--- src/design/wbps_pkg.sv ---
// Package for the wildcard byte pattern scanner.
// Holds field widths, configuration register indexes and the default chain length.
// No dependencies.
package wbps_pkg;

    // Default and largest number of signature positions (cells in the chain)
    localparam int MAX_PATTERN_DEF = 32;
    localparam int MAX_PATTERN_LIM = 32;

    // Field widths
    localparam int BYTE_W     = 8;
    localparam int ADDR_W     = 64;
    localparam int PAT_REG_W  = 64;
    localparam int PAT_REGS   = 4;
    localparam int PAT_BITS   = PAT_REG_W * PAT_REGS;
    localparam int WILD_W     = 32;
    localparam int LEN_W      = 6;
    localparam int CFG_IDX_W  = 3;
    localparam int CFG_DATA_W = 64;

    // Configuration register indexes
    typedef enum logic [CFG_IDX_W-1:0] {
        CFG_PATTERN_0 = 3'd0,
        CFG_PATTERN_1 = 3'd1,
        CFG_PATTERN_2 = 3'd2,
        CFG_PATTERN_3 = 3'd3,
        CFG_WILDCARD  = 3'd4,
        CFG_LENGTH    = 3'd5,
        CFG_BASE      = 3'd6
    } t_cfg_reg;

endpackage

--- src/design/wbps_cell.sv ---
// One cell of the partial-match chain of the pattern scanner.
// Cell j remembers whether signature positions 0..j matched ending at the prior byte.
// Depends on wbps_pkg.
module wbps_cell (
    input  logic                        i_clk,
    input  logic                        i_rst_n,
    input  logic                        i_step,     // a byte beat is accepted
    input  logic                        i_clear,    // the accepted beat ends the image
    input  logic [wbps_pkg::BYTE_W-1:0] i_byte,
    input  logic [wbps_pkg::BYTE_W-1:0] i_pat,
    input  logic                        i_wild,
    input  logic                        i_prev,     // match flag from the left neighbor
    output logic                        o_hit,      // positions 0..j match ending at i_byte
    output logic                        o_match     // registered hit, to the right neighbor
);

    logic r_match;
    logic n_match;

    // Extend the neighbor's partial match by this position
    assign o_hit = i_prev & (i_wild | (i_byte == i_pat));

    always_comb begin
        n_match = r_match;
        if (i_step) begin
            n_match = i_clear ? 1'b0 : o_hit;
        end
    end

    always_ff @(posedge i_clk) begin
        if (!i_rst_n) begin
            r_match <= 1'b0;
        end else begin
            r_match <= n_match;
        end
    end

    assign o_match = r_match;

endmodule

--- src/design/wildcard_byte_pattern_scan_top.sv ---
// Top level of the wildcard byte pattern scanner; depends on wbps_pkg and wbps_cell.
// Usage:
//   Image bytes arrive on the slave stream, one per beat: tdata[7:0] is the
//   byte, tlast marks the final byte of the image. Signature, wildcard mask,
//   length and base address go through the plain write port (index 0..3
//   pattern bytes, 4 wildcard mask, 5 length, 6 base address) while no image
//   is in flight. The master stream carries at most one beat per image: tuser
//   is the found flag and tdata the match address (base plus offset of the
//   first byte of the first matching window), or zero with found low.
// Timing:
//   One byte per cycle sustained while tready stays high. A row of MAX_PATTERN
//   cells advances a partial-match flag per signature position on each byte,
//   so the compare keeps pace with the bytes whatever the length. A result
//   beat reaches the master stream through one pending register, then the
//   output register where the address add is done.
// Reset and stall:
//   Reset clears the chain, byte count and both result registers and loads
//   the register reset values (length 1). A stalled output lets the pending
//   register absorb one more result; tready drops only when both are full
//   and the output beat is not taken.
module wildcard_byte_pattern_scan_top #(
    parameter int MAX_PATTERN = wbps_pkg::MAX_PATTERN_DEF
) (
    input  logic                            i_clk,
    input  logic                            i_rst_n,
    // Byte stream
    input  logic                            i_s_tvalid,
    output logic                            o_s_tready,
    input  logic [7:0]                      i_s_tdata,    // [7:0] data_byte
    input  logic                            i_s_tlast,    // last_byte
    // Result stream
    output logic                            o_m_tvalid,
    input  logic                            i_m_tready,
    output logic [wbps_pkg::ADDR_W-1:0]     o_m_tdata,    // [63:0] match_address
    output logic                            o_m_tuser,    // [0] found
    // Configuration writes
    input  logic                            i_cfg_we,
    input  logic [wbps_pkg::CFG_IDX_W-1:0]  i_cfg_index,
    input  logic [wbps_pkg::CFG_DATA_W-1:0] i_cfg_wdata
);

    localparam int BW = wbps_pkg::BYTE_W;
    localparam int AW = wbps_pkg::ADDR_W;
    localparam int LW = wbps_pkg::LEN_W;
    localparam int PW = wbps_pkg::PAT_REG_W;

    // Configuration registers
    logic [wbps_pkg::PAT_BITS-1:0] r_pattern;
    logic [wbps_pkg::WILD_W-1:0]   r_wild;
    logic [LW-1:0]                 r_length;
    logic [AW-1:0]                 r_base;

    // Scan state
    logic [AW-1:0]                 r_seen;
    logic [AW-1:0]                 n_seen;
    logic                          r_reported;
    logic                          n_reported;

    // Result registers: pending stage and output stage
    logic                          r_p_valid;
    logic                          r_p_found;
    logic [AW-1:0]                 r_p_seen;
    logic                          r_o_valid;
    logic                          r_o_found;
    logic [AW-1:0]                 r_o_addr;

    logic                          step;
    logic                          p_move;
    logic [LW-1:0]                 len_c;
    logic [MAX_PATTERN-1:0]        hit;
    logic [MAX_PATTERN-1:0]        chain;
    logic                          full_hit;
    logic                          new_match;
    logic                          produce;
    logic [AW-1:0]                 addr_calc;

    // Configuration write port
    always_ff @(posedge i_clk) begin
        if (!i_rst_n) begin
            r_pattern <= '0;
            r_wild    <= '0;
            r_length  <= LW'(1);
            r_base    <= '0;
        end else if (i_cfg_we) begin
            unique case (wbps_pkg::t_cfg_reg'(i_cfg_index))
                wbps_pkg::CFG_PATTERN_0: r_pattern[0*PW +: PW] <= i_cfg_wdata;
                wbps_pkg::CFG_PATTERN_1: r_pattern[1*PW +: PW] <= i_cfg_wdata;
                wbps_pkg::CFG_PATTERN_2: r_pattern[2*PW +: PW] <= i_cfg_wdata;
                wbps_pkg::CFG_PATTERN_3: r_pattern[3*PW +: PW] <= i_cfg_wdata;
                wbps_pkg::CFG_WILDCARD:  r_wild   <= i_cfg_wdata[wbps_pkg::WILD_W-1:0];
                wbps_pkg::CFG_LENGTH:    r_length <= i_cfg_wdata[LW-1:0];
                wbps_pkg::CFG_BASE:      r_base   <= i_cfg_wdata;
                default: ;
            endcase
        end
    end

    // Handshake: pending stage drains into the output stage
    assign p_move     = !r_o_valid || i_m_tready;
    assign o_s_tready = !r_p_valid || p_move;
    assign step       = i_s_tvalid && o_s_tready;

    // Lengths past the chain size use the whole chain
    assign len_c = (r_length > LW'(MAX_PATTERN)) ? LW'(MAX_PATTERN) : r_length;

    // Partial-match chain, position 0 always has an empty prefix matched
    for (genvar j = 0; j < MAX_PATTERN; j++) begin : g_cell
        wbps_cell u_cell (
            .i_clk   (i_clk),
            .i_rst_n (i_rst_n),
            .i_step  (step),
            .i_clear (i_s_tlast),
            .i_byte  (i_s_tdata),
            .i_pat   (r_pattern[BW*j +: BW]),
            .i_wild  (r_wild[j]),
            .i_prev  ((j == 0) ? 1'b1 : chain[(j == 0) ? 0 : j-1]),
            .o_hit   (hit[j]),
            .o_match (chain[j])
        );
    end

    // Pick the hit of the last signature position; length zero never hits
    always_comb begin
        full_hit = 1'b0;
        for (int j = 0; j < MAX_PATTERN; j++) begin
            full_hit = full_hit | (hit[j] & (len_c == LW'(j + 1)));
        end
    end

    assign new_match = !r_reported && full_hit;
    assign produce   = new_match || (i_s_tlast && !r_reported);

    // Byte count (saturating) and report flag
    always_comb begin
        n_seen     = r_seen;
        n_reported = r_reported;
        if (step) begin
            n_seen     = i_s_tlast ? '0 : ((&r_seen) ? r_seen : r_seen + AW'(1));
            n_reported = i_s_tlast ? 1'b0 : (r_reported | full_hit);
        end
    end

    always_ff @(posedge i_clk) begin
        if (!i_rst_n) begin
            r_seen     <= '0;
            r_reported <= 1'b0;
        end else begin
            r_seen     <= n_seen;
            r_reported <= n_reported;
        end
    end

    // Pending result stage: holds the count including the matching byte
    always_ff @(posedge i_clk) begin
        if (!i_rst_n) begin
            r_p_valid <= 1'b0;
        end else if (o_s_tready) begin
            r_p_valid <= step && produce;
        end
    end

    always_ff @(posedge i_clk) begin
        if (step && produce) begin
            r_p_found <= new_match;
            r_p_seen  <= (&r_seen) ? r_seen : r_seen + AW'(1);
        end
    end

    // Output stage: start offset is count minus length, plus base
    assign addr_calc = r_p_found ? (r_base + r_p_seen - AW'(len_c)) : '0;

    always_ff @(posedge i_clk) begin
        if (!i_rst_n) begin
            r_o_valid <= 1'b0;
        end else if (p_move) begin
            r_o_valid <= r_p_valid;
        end
    end

    always_ff @(posedge i_clk) begin
        if (p_move && r_p_valid) begin
            r_o_found <= r_p_found;
            r_o_addr  <= addr_calc;
        end
    end

    assign o_m_tvalid = r_o_valid;
    assign o_m_tdata  = r_o_addr;
    assign o_m_tuser  = r_o_found;

endmodule

--- config.mk ---
export PLATFORM = sky130hd
export DESIGN_NAME = wildcard_byte_pattern_scan_top
export DESIGN_NICKNAME = d
export VERILOG_FILES = /design/src/design/wbps_pkg.sv /design/src/design/wbps_cell.sv /design/src/design/wildcard_byte_pattern_scan_top.sv
export SDC_FILE = /design/constraint.sdc
export NUM_CORES = 2
export LEC_CHECK = 0
export ABC_AREA = 0
export BUFFER_PORTS_ARGS = -buffer_cell sky130_fd_sc_hd__buf_2
export CORE_ASPECT_RATIO = 1.25
export CORE_MARGIN = 4
export CORE_UTILIZATION = 67
export CTS_CLUSTER_SIZE = 30
export DETAILED_ROUTE_END_ITERATION = 10
export PLACE_DENSITY = 0.86
export SYNTH_ARGS = -nofsm -noshare
export SYNTH_HDL_FRONTEND = slang
export SYNTH_SLANG_ARGS = --single-unit
--- constraint.sdc ---
create_clock -name i_clk -period 16.65 [get_ports i_clk]
set_input_delay 0 -clock i_clk [delete_from_list [all_inputs] [get_ports i_clk]]
set_output_delay 0 -clock i_clk [all_outputs]
set_load 0.03 [all_outputs]
==> impl_metrics.prom <==
# TYPE chip_impl_metric gauge
chip_impl_metric{name="worst_skew_pair.late_latency",unit="ps"} 640
chip_impl_metric{name="timing.critical_path.fanout_max",unit=""} 16
chip_impl_info{name="worst_setup_ep_type",value="register"} 1
chip_impl_metric{name="number_of_placed_i_o_pins",unit=""} 148
chip_impl_info{name="cts_root_buf",value="clkbuf_16"} 1
chip_impl_metric{name="timing.final.crit_period",unit="ps"} 4620
chip_impl_metric{name="postSynthAreaPerCell",unit="um2"} 8.35
chip_impl_metric{name="floorplan.initialDensity",unit="%"} 67.6
chip_impl_metric{name="final_hold_viol_count",unit=""} 0
chip_impl_metric{name="die-width",unit="um"} 203
chip_impl_metric{name="postSynthRegisterBits",unit=""} 586
chip_impl_metric{name="via_count",unit=""} 27700
chip_impl_metric{name="syn_inst",unit=""} 3814
chip_impl_metric{name="grt.met2_usage",unit="%"} 59.1
chip_impl_metric{name="cp_data_arrival_time",unit="ps"} 5010
chip_impl_metric{name="grt_pass1_vias",unit=""} 26600
chip_impl_metric{name="placement.setup.worst_slack",unit="ps"} 12010
chip_impl_metric{name="synthArstFlopShare",unit="%"} 0
chip_impl_metric{name="worstMarginPinSlew",unit="ps"} 1130
chip_impl_metric{name="synth_warnings",unit=""} 0
chip_impl_info{name="gr-max-usage-layer",value="met2"} 1
chip_impl_metric{name="fp.dieH",unit="um"} 252
chip_impl_metric{name="maximum_count_of_clock_buffers_along_a_single_path",unit=""} 3
chip_impl_metric{name="min_period_over_period",unit="%"} 27.7
chip_impl_metric{name="mappedNetlistNets",unit=""} 4022
chip_impl_metric{name="grt_overflow",unit=""} 0
chip_impl_metric{name="timing.slew.headroom",unit="%"} 23.7
chip_impl_metric{name="final.setup.tns",unit="ps"} 0
chip_impl_metric{name="whs",unit="ps"} 84.4
chip_impl_info{name="mostFrequentLayoutCell",value="nand2_1"} 1
chip_impl_metric{name="core_area",unit="mm2"} 0.0471
chip_impl_metric{name="grtUsageTotal",unit="%"} 35.4
chip_impl_info{name="tritoncts",value="yes"} 1
chip_impl_metric{name="grt_start_max_net_pins",unit=""} 137
chip_impl_metric{name="p_leak",unit="uW"} 0.0137
chip_impl_info{name="worst_hold_path_type",value="input pin to register"} 1
chip_impl_metric{name="worstPathRequired",unit="ps"} 17040
chip_impl_metric{name="area_of_combinational_cells_with_multiple_inputs",unit="mm2"} 0.0169
chip_impl_metric{name="remaining_drc_errors",unit=""} 0
chip_impl_metric{name="ctsHtreeMaxLevel",unit=""} 2
chip_impl_metric{name="fillers",unit=""} 3419
chip_impl_info{name="final_cell_mix",value="nand2_1, dfxtp_1, a21boi_0"} 1
chip_impl_metric{name="register_to_register_path_depth",unit=""} 14
chip_impl_metric{name="finalWirelength",unit="mm"} 93.4
chip_impl_metric{name="global_route_wire_length_before_repair",unit="mm"} 145
chip_impl_metric{name="clock-skew-final",unit="ps"} 33.9
chip_impl_metric{name="synth-edff-count",unit=""} 130
chip_impl_metric{name="layout_cells_sized_above_1",unit="%"} 7.88
chip_impl_metric{name="cts_made_buffers",unit=""} 56
chip_impl_metric{name="placed_cell_area",unit="mm2"} 0.0328
chip_impl_info{name="critical_path.startpoint_type",value="register"} 1
chip_impl_metric{name="fmax",unit="GHz"} 0.217
chip_impl_metric{name="hold_path_depth",unit=""} 4
chip_impl_metric{name="syn_area",unit="mm2"} 0.0319
chip_impl_metric{name="finalMaxSlewViolations",unit=""} 0
chip_impl_metric{name="timing.max_cap.violations",unit=""} 0
chip_impl_metric{name="post_cts_resized",unit=""} 0
chip_impl_metric{name="wl_per_cell",unit="um"} 20.4
chip_impl_metric{name="global_route.usage.met3",unit="%"} 4.96
chip_impl_metric{name="routabilityCongestion",unit=""} 1.00
chip_impl_metric{name="dpl.hpwl",unit="mm"} 61.5
chip_impl_metric{name="area_delta_synth_final",unit="%"} 11.0
chip_impl_metric{name="design.die.area",unit="mm2"} 0.0511
chip_impl_metric{name="power_density",unit="mW/mm2"} 90.7
chip_impl_info{name="crit_type",value="register to register"} 1
chip_impl_metric{name="port-buffer-count",unit=""} 147
chip_impl_metric{name="avgViaCountPerCell",unit=""} 6.07
chip_impl_metric{name="finalNetCount",unit=""} 4098
chip_impl_info{name="outcome",value="complete, no violations"} 1
chip_impl_info{name="ys_dominant_reg_cell",value="dfxtp_1"} 1
chip_impl_metric{name="post-route-worst-setup-slack",unit="ps"} 12030
chip_impl_metric{name="initialDrtViolationCount",unit=""} 2430
chip_impl_metric{name="number_of_antenna_violations_at_the_first_check_in_global_routing",unit=""} 4
chip_impl_metric{name="met1_usage",unit="%"} 43.4
chip_impl_metric{name="ff_latch_area",unit="mm2"} 0.0130
chip_impl_info{name="unrepaired_setup_endpoints_after_global_routing",value="no"} 1
chip_impl_metric{name="vdd.ir_drop.worst",unit="mV"} 0.103
chip_impl_metric{name="synth_cell_types",unit=""} 83
chip_impl_metric{name="finalSetupViolCount",unit=""} 0
chip_impl_metric{name="rows",unit=""} 89
chip_impl_metric{name="cts_num_sinks",unit=""} 586
chip_impl_metric{name="final_antenna_net_count",unit=""} 0
chip_impl_metric{name="worst_path_clk_slew",unit="ps"} 60
chip_impl_metric{name="drt_pre_antenna_iters",unit=""} 6
chip_impl_metric{name="seq_area_frac_synth",unit="%"} 40.9
chip_impl_metric{name="post-route-cell-area",unit="mm2"} 0.0354
[worst max-delay path: stages, from the launching register on]
cell	delay [ps]
dfxtp_1	670
nand2_1	220
or2_2	340
nand2_1	70
ha_1	180
inv_1	60
fa_1	380
nor2b_1	210
o31ai_1	130
a211o_1	280
a31oi_1	550
o21ai_0	330
a21o_1	280
o21a_1	290
o311ai_0	380
[through the flow]
step	std cells	power, uW	utilization (%)
finish	4573	3210	75.1
global placement	4399	1910	69.6
global route	4573	3300	75.1
floorplan	3814	1800	-
CTS	4570	3200	75.0
detailed placement	4399	1920	69.6
[synthesized netlist by cell type, types with 66 or more instances]
master	instances	area, um2
a21oi_1	123	616
clkbuf_1	192	721
xnor2_1	161	1410
a21boi_0	377	2830
nor2b_1	71	444
dfxtp_1	456	9130
ha_1	121	1510
nand2_1	834	3130
nand3_1	66	330
edfxtp_1	130	3900
inv_1	283	1060
nor2_1	152	571
o21ai_0	108	541
xor2_1	206	1800
[metal layers]
metal	wire [um]	part of all wire (%)
met4	6760	7.2
met3	8050	8.6
met1	34800	37
met5	13	0.014
met2	43800	47
[registers in the layout, summed over array words and instances (netlist names)]
name                   cells
r_pattern                256
o_m_tdata                 64
r_base                    64
r_p_seen                  64
r_seen                    64
r_wild                    32
g_cell.u_cell.o_match     31
r_length                   6
o_m_tuser                  1
o_m_tvalid                 1
r_p_found                  1
r_p_valid                  1
r_reported                 1
[worst paths after layout]
path,from,to,slack [ps]
worst min-delay path,i_cfg_index[1],r_pattern[206],80
worst max-delay path,r_length[0],o_m_tdata[56],12030
worst min register to register,r_wild[18],r_wild[18],460
worst max register to register,r_length[0],o_m_tdata[56],12030
[area by class of cell]
type | instances | share of cell area, %
diodes | 3 | 0.0212
clock buffers | 80 | 4.56
clock inverters | 21 | 0.651
inverters | 284 | 3.02
multi-input cells | 2713 | 47.9
flip-flops and latches | 586 | 36.9
well taps | 637 | 2.25
repair buffers | 249 | 4.77
[report_power, final]
part           switching [uW]  internal, uW  total, uW
sequential               16.3          1480       1500
clock                     571           722       1290
combinational             266           147        413
total                     854          2350       3210
[logic make-up after synthesis]
kind of cell               share of synthesized area (%)
AOI/OAI and AO/OA                                   17.2
muxes                                              0.381
adders and majority gates                           5.13
xor gates and xnor gates                            10.1
and+or+nand+nor                                     20.1
buffers and inverters                               6.24
DFF                                                 40.9
[timing repair]
action,CTS,global route
setup endpoints to repair,0,0
hold buffers,70,0
setup buffers,0,0
hold endpoints to repair,388,0
Note: power is estimated with default switching activity, not from simulation.
